===== config.mk =====
export PLATFORM = sky130hd
export DESIGN_NAME = hdlc_bit_stuff_nrzi_framer
export DESIGN_NICKNAME = d
export VERILOG_FILES = /design/src/rtl/hdlcf_pkg.sv /design/src/rtl/hdlc_bit_stuff_nrzi_framer.sv /design/src/rtl/hdlcf_bit_enc.sv /design/src/rtl/hdlcf_out_queue.sv
export SDC_FILE = /design/constraint.sdc
export NUM_CORES = 1
export LEC_CHECK = 0
export BUFFER_PORTS_ARGS = -buffer_cell sky130_fd_sc_hd__buf_4
export CAP_MARGIN = 0
export CORE_ASPECT_RATIO = 0.8
export CORE_MARGIN = 5
export CORE_UTILIZATION = 55
export CTS_BUF_LIST = sky130_fd_sc_hd__clkbuf_16
export CTS_CLUSTER_SIZE = 16
export DETAILED_ROUTE_END_ITERATION = 10
export PLACE_DENSITY = 0.71
export SLEW_MARGIN = 20
export SYNTH_ARGS = -nofsm -noshare
export SYNTH_HDL_FRONTEND = slang
export SYNTH_SLANG_ARGS = --single-unit

===== constraint.sdc =====
create_clock -name clock -period 11.4 [get_ports clock]
set_clock_uncertainty 0.15 [all_clocks]
set_input_delay 3.42 -clock clock [delete_from_list [all_inputs] [get_ports clock]]
set_output_delay 3.42 -clock clock [all_outputs]
set_load 0.01 [all_outputs]

===== src/rtl/hdlcf_pkg.sv =====
// ----------------------------------------------------------------------------
// HDLC framer package
// Types and constants shared by the framer's modules: item kinds, the line
// state that the bit encoder carries from byte to byte, and the result beat.
// ----------------------------------------------------------------------------
package hdlcf_pkg;

   localparam int ByteBits      = 8;
   localparam int StuffRun      = 5;
   localparam int QueueDepth    = 4;
   localparam int QueuePtrBits  = $clog2(QueueDepth);
   localparam int QueueCntBits  = $clog2(QueueDepth + 1);

   localparam logic [7:0]  FLAG_BYTE = 8'h7E;
   localparam logic [15:0] FCS_INIT  = 16'hFFFF;
   localparam logic [15:0] FCS_POLY  = 16'h8408;

   typedef enum logic [2:0] {
      KIND_START = 3'd0,
      KIND_FLAG  = 3'd1,
      KIND_DATA  = 3'd2,
      KIND_ADDR  = 3'd3,
      KIND_FCS   = 3'd4,
      KIND_FLUSH = 3'd5
   } kind_type;

   // Line state carried between bytes: NRZI level, partial output byte,
   // number of bits in it, and the current run of ones.
   typedef struct packed {
      logic       level;
      logic [7:0] shift;
      logic [2:0] bitcnt;
      logic [2:0] ones;
   } line_state_type;

   // Up to two finished output bytes from one encoded input byte.
   typedef struct packed {
      logic [1:0] cnt;
      logic [7:0] data0;
      logic [7:0] data1;
   } enc_result_type;

   typedef struct packed {
      logic [7:0] data;
      logic       last;
   } beat_type;

   typedef struct packed {
      logic [1:0] cnt;
      beat_type   beat0;
      beat_type   beat1;
   } push_type;

endpackage


===== src/rtl/hdlc_bit_stuff_nrzi_framer.sv =====
// ----------------------------------------------------------------------------
// HDLC bit-stuffing NRZI framer
// An accepted item is held in the item register; its bytes go into the result
// queue once it has room and are offered from there. Throughput: one item per
// cycle (FCS items take a pass per byte) while the result queue has room; the
// result channel drains at most one byte per cycle, so the byte output rate
// bounds the item rate.
// Reset clears the line state, sets the FCS to all ones and empties the queue.
// ----------------------------------------------------------------------------
module hdlc_bit_stuff_nrzi_framer
   import hdlcf_pkg::*;
(
   input  logic       clock,
   input  logic       reset,
   input  logic       req_valid,
   output logic       req_ready,
   input  logic [2:0] req_kind,
   input  logic [7:0] req_in_byte,
   input  logic       req_end_of_address,
   output logic       rsp_valid,
   input  logic       rsp_ready,
   output logic [7:0] rsp_out_byte,
   output logic       rsp_last
);

   function automatic logic [15:0] fcs_step(input logic [15:0] fcs, input logic [7:0] b);
      logic [15:0] c;
      c = fcs ^ {8'h00, b};
      for (int i = 0; i < ByteBits; i++) begin
         c = c[0] ? ((c >> 1) ^ FCS_POLY) : (c >> 1);
      end
      return c;
   endfunction

   // Input item register.
   logic           item_valid_ff;
   logic [2:0]     kind_ff;
   logic [7:0]     byte_ff;
   logic           eoa_ff;
   logic           phase_ff, phase_in;

   // Framing state.
   line_state_type st_ff, st_in;
   logic [15:0]    fcs_ff, fcs_in;

   line_state_type enc_state;
   enc_result_type enc_res;
   logic [7:0]     enc_byte;
   logic           enc_stuff;
   logic [7:0]     addr_byte;
   logic [15:0]    fcs_out;
   logic [3:0]     pad_amt;

   push_type       push;
   logic           has_room;
   logic           pass_go;
   logic           pass_final;
   logic           pass_done;
   logic           req_fire;

   assign req_fire  = req_valid && req_ready;
   assign pass_go   = item_valid_ff && has_room;
   assign pass_done = pass_go && pass_final;
   assign req_ready = !item_valid_ff || pass_done;

   assign addr_byte = {byte_ff[6:0], eoa_ff};
   assign fcs_out   = ~fcs_ff;
   assign pad_amt   = 4'(ByteBits) - {1'b0, st_ff.bitcnt};

   always_comb begin
      enc_stuff = 1'b1;
      case (kind_ff)
         KIND_FLAG: begin
            enc_byte  = FLAG_BYTE;
            enc_stuff = 1'b0;
         end
         KIND_ADDR: enc_byte = addr_byte;
         KIND_FCS:  enc_byte = phase_ff ? fcs_out[15:8] : fcs_out[7:0];
         default:   enc_byte = byte_ff;
      endcase
   end

   hdlcf_bit_enc u_bit_enc (
      .state_in  (st_ff),
      .data_in   (enc_byte),
      .stuff_en  (enc_stuff),
      .state_out (enc_state),
      .result    (enc_res)
   );

   always_comb begin
      beat_type b0;
      beat_type b1;
      st_in      = st_ff;
      fcs_in     = fcs_ff;
      phase_in   = phase_ff;
      pass_final = 1'b1;
      b0         = '{data: enc_res.data0, last: 1'b0};
      b1         = '{data: enc_res.data1, last: 1'b0};
      push       = '0;
      case (kind_ff)
         KIND_START: begin
            st_in  = '0;
            fcs_in = FCS_INIT;
         end
         KIND_FLAG: begin
            st_in    = enc_state;
            push.cnt = enc_res.cnt;
         end
         KIND_DATA: begin
            st_in    = enc_state;
            fcs_in   = fcs_step(fcs_ff, byte_ff);
            push.cnt = enc_res.cnt;
         end
         KIND_ADDR: begin
            st_in    = enc_state;
            fcs_in   = fcs_step(fcs_ff, addr_byte);
            push.cnt = enc_res.cnt;
         end
         KIND_FCS: begin
            // Low byte on the first pass, high byte on the second.
            st_in      = enc_state;
            push.cnt   = enc_res.cnt;
            pass_final = phase_ff;
            phase_in   = ~phase_ff;
         end
         KIND_FLUSH: begin
            if (st_ff.bitcnt != 3'd0) begin
               b0           = '{data: 8'(st_ff.shift << pad_amt), last: 1'b0};
               push.cnt     = 2'd1;
               st_in.shift  = '0;
               st_in.bitcnt = '0;
            end
         end
         default: ;
      endcase
      if (pass_final) begin
         if (push.cnt == 2'd2) b1.last = 1'b1;
         else b0.last = 1'b1;
      end
      push.beat0 = b0;
      push.beat1 = b1;
      if (!pass_go) begin
         push.cnt = 2'd0;
      end
   end

   always_ff @(posedge clock) begin
      if (reset) begin
         item_valid_ff <= 1'b0;
         phase_ff      <= 1'b0;
         st_ff         <= '0;
         fcs_ff        <= FCS_INIT;
      end else begin
         if (req_fire) begin
            item_valid_ff <= 1'b1;
            phase_ff      <= 1'b0;
         end else if (pass_done) begin
            item_valid_ff <= 1'b0;
         end
         if (pass_go) begin
            st_ff  <= st_in;
            fcs_ff <= fcs_in;
            if (!req_fire) phase_ff <= phase_in;
         end
      end
   end

   always_ff @(posedge clock) begin
      if (req_fire) begin
         kind_ff <= req_kind;
         byte_ff <= req_in_byte;
         eoa_ff  <= req_end_of_address;
      end
   end

   hdlcf_out_queue u_out_queue (
      .clock        (clock),
      .reset        (reset),
      .push         (push),
      .has_room     (has_room),
      .rsp_valid    (rsp_valid),
      .rsp_ready    (rsp_ready),
      .rsp_out_byte (rsp_out_byte),
      .rsp_last     (rsp_last)
   );

endmodule


===== src/rtl/hdlcf_bit_enc.sv =====
// ----------------------------------------------------------------------------
// HDLC framer bit encoder
// Sends one byte LSB first with optional zero stuffing after five ones,
// NRZI codes every line bit and packs line bits MSB first into bytes.
// ----------------------------------------------------------------------------
module hdlcf_bit_enc
   import hdlcf_pkg::*;
(
   input  line_state_type state_in,
   input  logic [7:0]     data_in,
   input  logic           stuff_en,
   output line_state_type state_out,
   output enc_result_type result
);

   function automatic line_state_type line_bit(input line_state_type s, input logic b);
      line_state_type r;
      r        = s;
      r.level  = b ? s.level : ~s.level;
      r.shift  = {s.shift[6:0], r.level};
      r.bitcnt = s.bitcnt + 3'd1;
      return r;
   endfunction

   always_comb begin
      line_state_type s;
      enc_result_type r;
      logic           b;
      s = state_in;
      r = '0;
      for (int i = 0; i < ByteBits; i++) begin
         b = data_in[i];
         s = line_bit(s, b);
         // The bit count wraps to zero exactly when a line byte is complete.
         if (s.bitcnt == 3'd0) begin
            if (r.cnt == 2'd0) r.data0 = s.shift;
            else r.data1 = s.shift;
            r.cnt = r.cnt + 2'd1;
         end
         if (b) begin
            if (s.ones != 3'd7) s.ones = s.ones + 3'd1;
            if (stuff_en && s.ones == 3'(StuffRun)) begin
               s = line_bit(s, 1'b0);
               if (s.bitcnt == 3'd0) begin
                  if (r.cnt == 2'd0) r.data0 = s.shift;
                  else r.data1 = s.shift;
                  r.cnt = r.cnt + 2'd1;
               end
               s.ones = 3'd0;
            end
         end else begin
            s.ones = 3'd0;
         end
      end
      state_out = s;
      result    = r;
   end

endmodule


===== src/rtl/hdlcf_out_queue.sv =====
// ----------------------------------------------------------------------------
// HDLC framer result queue
// Small register queue that takes up to two bytes a cycle from the encoder
// and hands one beat a cycle to the result channel while it is ready.
// ----------------------------------------------------------------------------
module hdlcf_out_queue
   import hdlcf_pkg::*;
(
   input  logic       clock,
   input  logic       reset,
   input  push_type   push,
   output logic       has_room,
   output logic       rsp_valid,
   input  logic       rsp_ready,
   output logic [7:0] rsp_out_byte,
   output logic       rsp_last
);

   beat_type                  entry_ff [QueueDepth];
   logic [QueuePtrBits-1:0]   rd_ptr_ff, rd_ptr_in;
   logic [QueuePtrBits-1:0]   wr_ptr_ff, wr_ptr_in;
   logic [QueueCntBits-1:0]   count_ff, count_in;
   logic                      pop;
   logic [QueuePtrBits-1:0]   wr_ptr_next;

   assign rsp_valid    = count_ff != '0;
   assign rsp_out_byte = entry_ff[rd_ptr_ff].data;
   assign rsp_last     = entry_ff[rd_ptr_ff].last;
   assign pop          = rsp_valid && rsp_ready;
   // Room for a full two-byte push, not counting this cycle's pop.
   assign has_room     = count_ff <= QueueCntBits'(QueueDepth - 2);
   assign wr_ptr_next  = wr_ptr_ff + QueuePtrBits'(1);

   always_comb begin
      rd_ptr_in = pop ? rd_ptr_ff + QueuePtrBits'(1) : rd_ptr_ff;
      wr_ptr_in = wr_ptr_ff + QueuePtrBits'(push.cnt);
      count_in  = count_ff + QueueCntBits'(push.cnt) - QueueCntBits'(pop);
   end

   always_ff @(posedge clock) begin
      if (reset) begin
         rd_ptr_ff <= '0;
         wr_ptr_ff <= '0;
         count_ff  <= '0;
      end else begin
         rd_ptr_ff <= rd_ptr_in;
         wr_ptr_ff <= wr_ptr_in;
         count_ff  <= count_in;
      end
   end

   always_ff @(posedge clock) begin
      if (push.cnt != 2'd0) entry_ff[wr_ptr_ff] <= push.beat0;
      if (push.cnt == 2'd2) entry_ff[wr_ptr_next] <= push.beat1;
   end

endmodule


==> flow_summary.rst <==
.. list-table::
   :header-rows: 1

   * - Metric
     - Value
   * - Fraction of final layout cells sized beyond drive strength 1
     - 16.4%
   * - Final WL
     - 33,600 microns
   * - Most area-consuming cells after synthesis
     - edfxtp_1, ha_1, dfxtp_1
   * - Startpoint of the most critical register-to-register path
     - kind_ff[1]$_DFFE_PP_
   * - I/O pin total
     - 27
   * - Final Hold Viols
     - 0
   * - Violation count after the first detailed-route iteration
     - 1,279
   * - Share of flip-flops with an asynchronous set or reset after synthesis
     - 0%
   * - Number of filler instances in the final layout
     - 1,734
   * - Dominant cell type by area after synthesis
     - edfxtp_1
   * - Post-route minimum period
     - 10.94 ns
   * - Pin count of the biggest net entering global routing
     - 42
   * - Via count
     - 10,700
   * - Result of the run
     - completed
   * - Path class of the lowest-slack min-delay path
     - reg2reg
   * - Distinct cells, synth
     - 96
   * - Register area
     - 2280 sq um
   * - Layout overhead on the synthesized area
     - 12.1%
   * - Detail Route Antenna Nets
     - 0
   * - Port buffer count
     - 26
   * - Cells after DPL
     - 1,624
   * - Pre-CTS setup slack
     - -0.245 ns
   * - Most common cell type on the critical path
     - ha_1
   * - Cell area after technology mapping
     - 10,900 sq um
   * - Max IR drop VDD
     - 0.000432 V
   * - Worst reg2reg path depth
     - 52
   * - Top cell family by delay on the critical path
     - simple AND/OR/NAND/NOR gates
   * - Startpoint kind of the worst setup timing path
     - register
   * - Per-instance average area after synthesis
     - 8.10 sq um
   * - Number of max-cap violations
     - 0
   * - Number of H-tree levels
     - 3
   * - Post-route cell area
     - 12,200 sq um
   * - Max-slew violation total from the final report
     - 0
   * - Count of buffering cells on the critical path with inverters included
     - 4
   * - Routability cong.
     - 0.986
   * - Root buffer selected by CTS
     - clkbuf_16
   * - Register bit total from synthesis
     - 90
   * - Critical R2R Capture
     - u_out_queue.count_ff[2]$_SDFF_PP0_
   * - Starting density of the core
     - 55.3%
   * - Sort of element at the end of the critical path
     - register
   * - Slew headroom
     - 15.6%
   * - Buffer levels on the longest clock path
     - 2
   * - Core Area
     - 19,600 sq um
   * - Number of clock buffers inserted by TritonCTS
     - 9
   * - PwrDens
     - 301 nW/um^2
   * - Sum of overflow across all layers after global routing
     - 0
   * - Clock tree from TritonCTS
     - built
   * - Data required time at the worst endpoint
     - 11.47 ns
   * - Max frequency
     - 0.0914 GHz
   * - Count of warnings emitted by yosys
     - 0
   * - Total inserted antenna cells
     - 0
   * - Post-synth EDFFs
     - 48
   * - Hold Crit Start
     - fcs_ff[12]$_SDFFE_PP1P_
   * - Worst reg-to-reg setup slack
     - 0.46 ns
   * - WS Path Type
     - reg2reg
   * - Arrival time of the worst setup path
     - 11.02 ns
   * - Initial DRT Pass Iterations
     - 6
   * - Count of standard-cell rows
     - 46
   * - Number of standard cells in the final layout excluding fillers
     - 1,651
   * - Instance count of the mapped netlist
     - 1,340
   * - Clock-pin slew reported for the worst setup and hold paths after clock tree synthesis
     - 0.07 ns
   * - Overall global routing resource usage
     - 28.5%
   * - Number of antenna violations at the first check in global routing
     - 0
   * - Sink of the worst hold path
     - fcs_ff[12]$_SDFFE_PP1P_
   * - Final clock period utilization by the worst path
     - 96.0%
   * - Standard cell area after detailed placement
     - 11,600 sq um
   * - Chip width
     - 167 microns
   * - Critical-path top delay cell
     - xnor3_2
   * - Clock sink count
     - 90
   * - Via count of the first global-routing pass
     - 9,534
   * - Sequential cell area fraction in the yosys report
     - 21.0%
   * - Crit-path max FO
     - 9
   * - Multi-input gate area in the final layout
     - 8190 sq um
   * - Number of vias per cell
     - 6.47
   * - Skew-Pair Late Insertion Delay
     - 0.35 ns
   * - Global-route wire length before repair
     - 52,600 microns
   * - Die outline area
     - 22,700 sq um
   * - Cell depth of the worst hold path
     - 2
   * - DRC violations left
     - 0
   * - Utilization of the core after routing
     - 62.0%
   * - Fraction of post-synthesis cell area in the top cell type by area
     - 13.3%
   * - Setup violators final
     - 0
   * - Net count reported at finish
     - 1,472
   * - Worst slack on hold paths
     - 0.378 ns
   * - Worst path max stage delay
     - 0.54 ns
   * - Net count of the mapped netlist
     - 1,430
   * - Dominant synthesized flop cell
     - edfxtp_1
   * - Routed length per instance
     - 20.4 microns
   * - DIE HEIGHT
     - 136 microns
   * - P_leak
     - 4.80 nW
   * - Final WS setup
     - 0.455 ns
   * - Slew at the pin closest to its max-slew limit
     - 1.23 ns
   * - Final HPWL from detailed placement
     - 25,800 microns
[cell usage after synthesis, drive strengths merged, types with 8 or more instances]
master and n:
a211oi 16, a21oi 99, a221oi 9, a22oi 16, a31oi 20, and2 19
and3 9, buf 24, clkbuf 55, dfxtp 42, edfxtp 48, ha 72
inv 60, mux2 12, mux2i 80, mux4 10, nand2 131, nand2b 34
nand3 36, nand4 12, nor2 114, nor2b 12, nor3 36, o211ai 20
o21a 9, o21ai 76, o221ai 8, o22ai 34, o311ai 8, o31ai 10
xnor2 69, xor2 31
[layout by cell type (no fill, tap or decap), types with 9 or more instances in the layout]
| cell | instances |
|---|---|
| nand3_1 | 34 |
| nand4_1 | 12 |
| nor2_1 | 107 |
| nor3_1 | 29 |
| a22oi_1 | 15 |
| mux2_2 | 12 |
| and2_1 | 18 |
| a211oi_1 | 14 |
| o22ai_1 | 33 |
| a21oi_1 | 97 |
| nand2_1 | 129 |
| buf_4 | 110 |
| clkbuf_16 | 9 |
| edfxtp_1 | 48 |
| inv_1 | 60 |
| nand2b_1 | 34 |
| ha_1 | 65 |
| o21a_1 | 9 |
| dfxtp_1 | 40 |
| nor2b_1 | 9 |
| xnor2_1 | 60 |
| xor2_1 | 28 |
| mux4_2 | 10 |
| o31ai_1 | 10 |
| o211ai_1 | 20 |
| mux2i_1 | 80 |
| a31oi_1 | 20 |
| o21ai_0 | 71 |
[repair_timing]
item                       4_1_cts  5_1_grt
setup endpoints to repair       15       74
pin swaps                        0       18
setup buffers                    0       11
resized for setup                6       40
hold buffers                     0        0
[worst reg2reg max path: cells and delay by family, from the launching register on]
family / cells / cell delay [ns]
compound gates: 8 / 1.22
xor+xnor: 5 / 1.26
fa+ha+maj: 14 / 3.55
buf+inv: 4 / 0.35
flops: 1 / 0.50
mux: 1 / 0.14
simple gates: 20 / 3.66
[flip-flops by register name, indices dropped and copies added (netlist names), named ones only]
name	count
byte_ff	8
eoa_ff	1
fcs_ff	16
item_valid_ff	1
kind_ff	3
phase_ff	1
st_ff	15
u_out_queue.count_ff	3
u_out_queue.entry_ff	36
u_out_queue.rd_ptr_ff	2
u_out_queue.wr_ptr_ff	2
[where the power goes]
group / internal [W] / total [W] / switching [W]
sequential: 0.000523 / 0.000577 / 0.0000542
clock: 0.000155 / 0.000300 / 0.000145
combinational: 0.00111 / 0.00278 / 0.00167
total: 0.00179 / 0.00366 / 0.00187
[worst max path at each step]
stage                                            to  depth (start not counted)                   from
2_1_floorplan  u_out_queue.entry_ff[2][0]$_DFFE_PP_                         54   kind_ff[0]$_DFFE_PP_
5_1_grt          u_out_queue.count_ff[2]$_SDFF_PP0_                         58   kind_ff[1]$_DFFE_PP_
4_1_cts          u_out_queue.count_ff[2]$_SDFF_PP0_                         58  st_ff[1]$_SDFFE_PP0P_
3_5_place_dp     u_out_queue.count_ff[2]$_SDFF_PP0_                         56   kind_ff[0]$_DFFE_PP_
6_report         u_out_queue.count_ff[2]$_SDFF_PP0_                         52   kind_ff[1]$_DFFE_PP_
3_3_place_gp     u_out_queue.count_ff[2]$_SDFF_PP0_                         52   kind_ff[0]$_DFFE_PP_
[cell type report]
| class | instances | share of cell area (%) |
|---|---|---|
| clock inverters | 7 | 0.607 |
| flip-flops and latches | 90 | 18.8 |
| clock buffers | 9 | 1.85 |
| repair buffers | 110 | 6.79 |
| inverters | 61 | 1.88 |
| well taps | 264 | 2.72 |
| multi-input cells | 1110 | 67.4 |
[metrics by stage]
stage	total power, W	TNS, ns
after CTS	0.00354	0
after global placement	0.00316	0
after detailed placement	0.00322	-0.267
after floorplan	0.00248	0
after global routing	0.00394	-0.676
final	0.00366	0
[per-layer routing]
layer	up-vias	GRT usage, %	wire [microns]
li1	5043	-	-
met1	5004	43.5	15500
met2	566	41.5	14200
met3	61	4.99	3090
met4	0	7.27	782
met5	-	0	0
[kinds of logic (layout without fill, tap and decap cells)]
kind of cell / Yosys count / count (layout) / synth area share, %
xor+xnor: 107 / 107 / 10.6
flops: 90 / 90 / 21.0
fa+ha+maj: 75 / 75 / 8.76
compound gates: 391 / 391 / 23.9
buf+inv: 140 / 187 / 5.39
simple gates: 435 / 435 / 19.7
mux: 102 / 102 / 10.7
(Power assumes the default switching activity.)
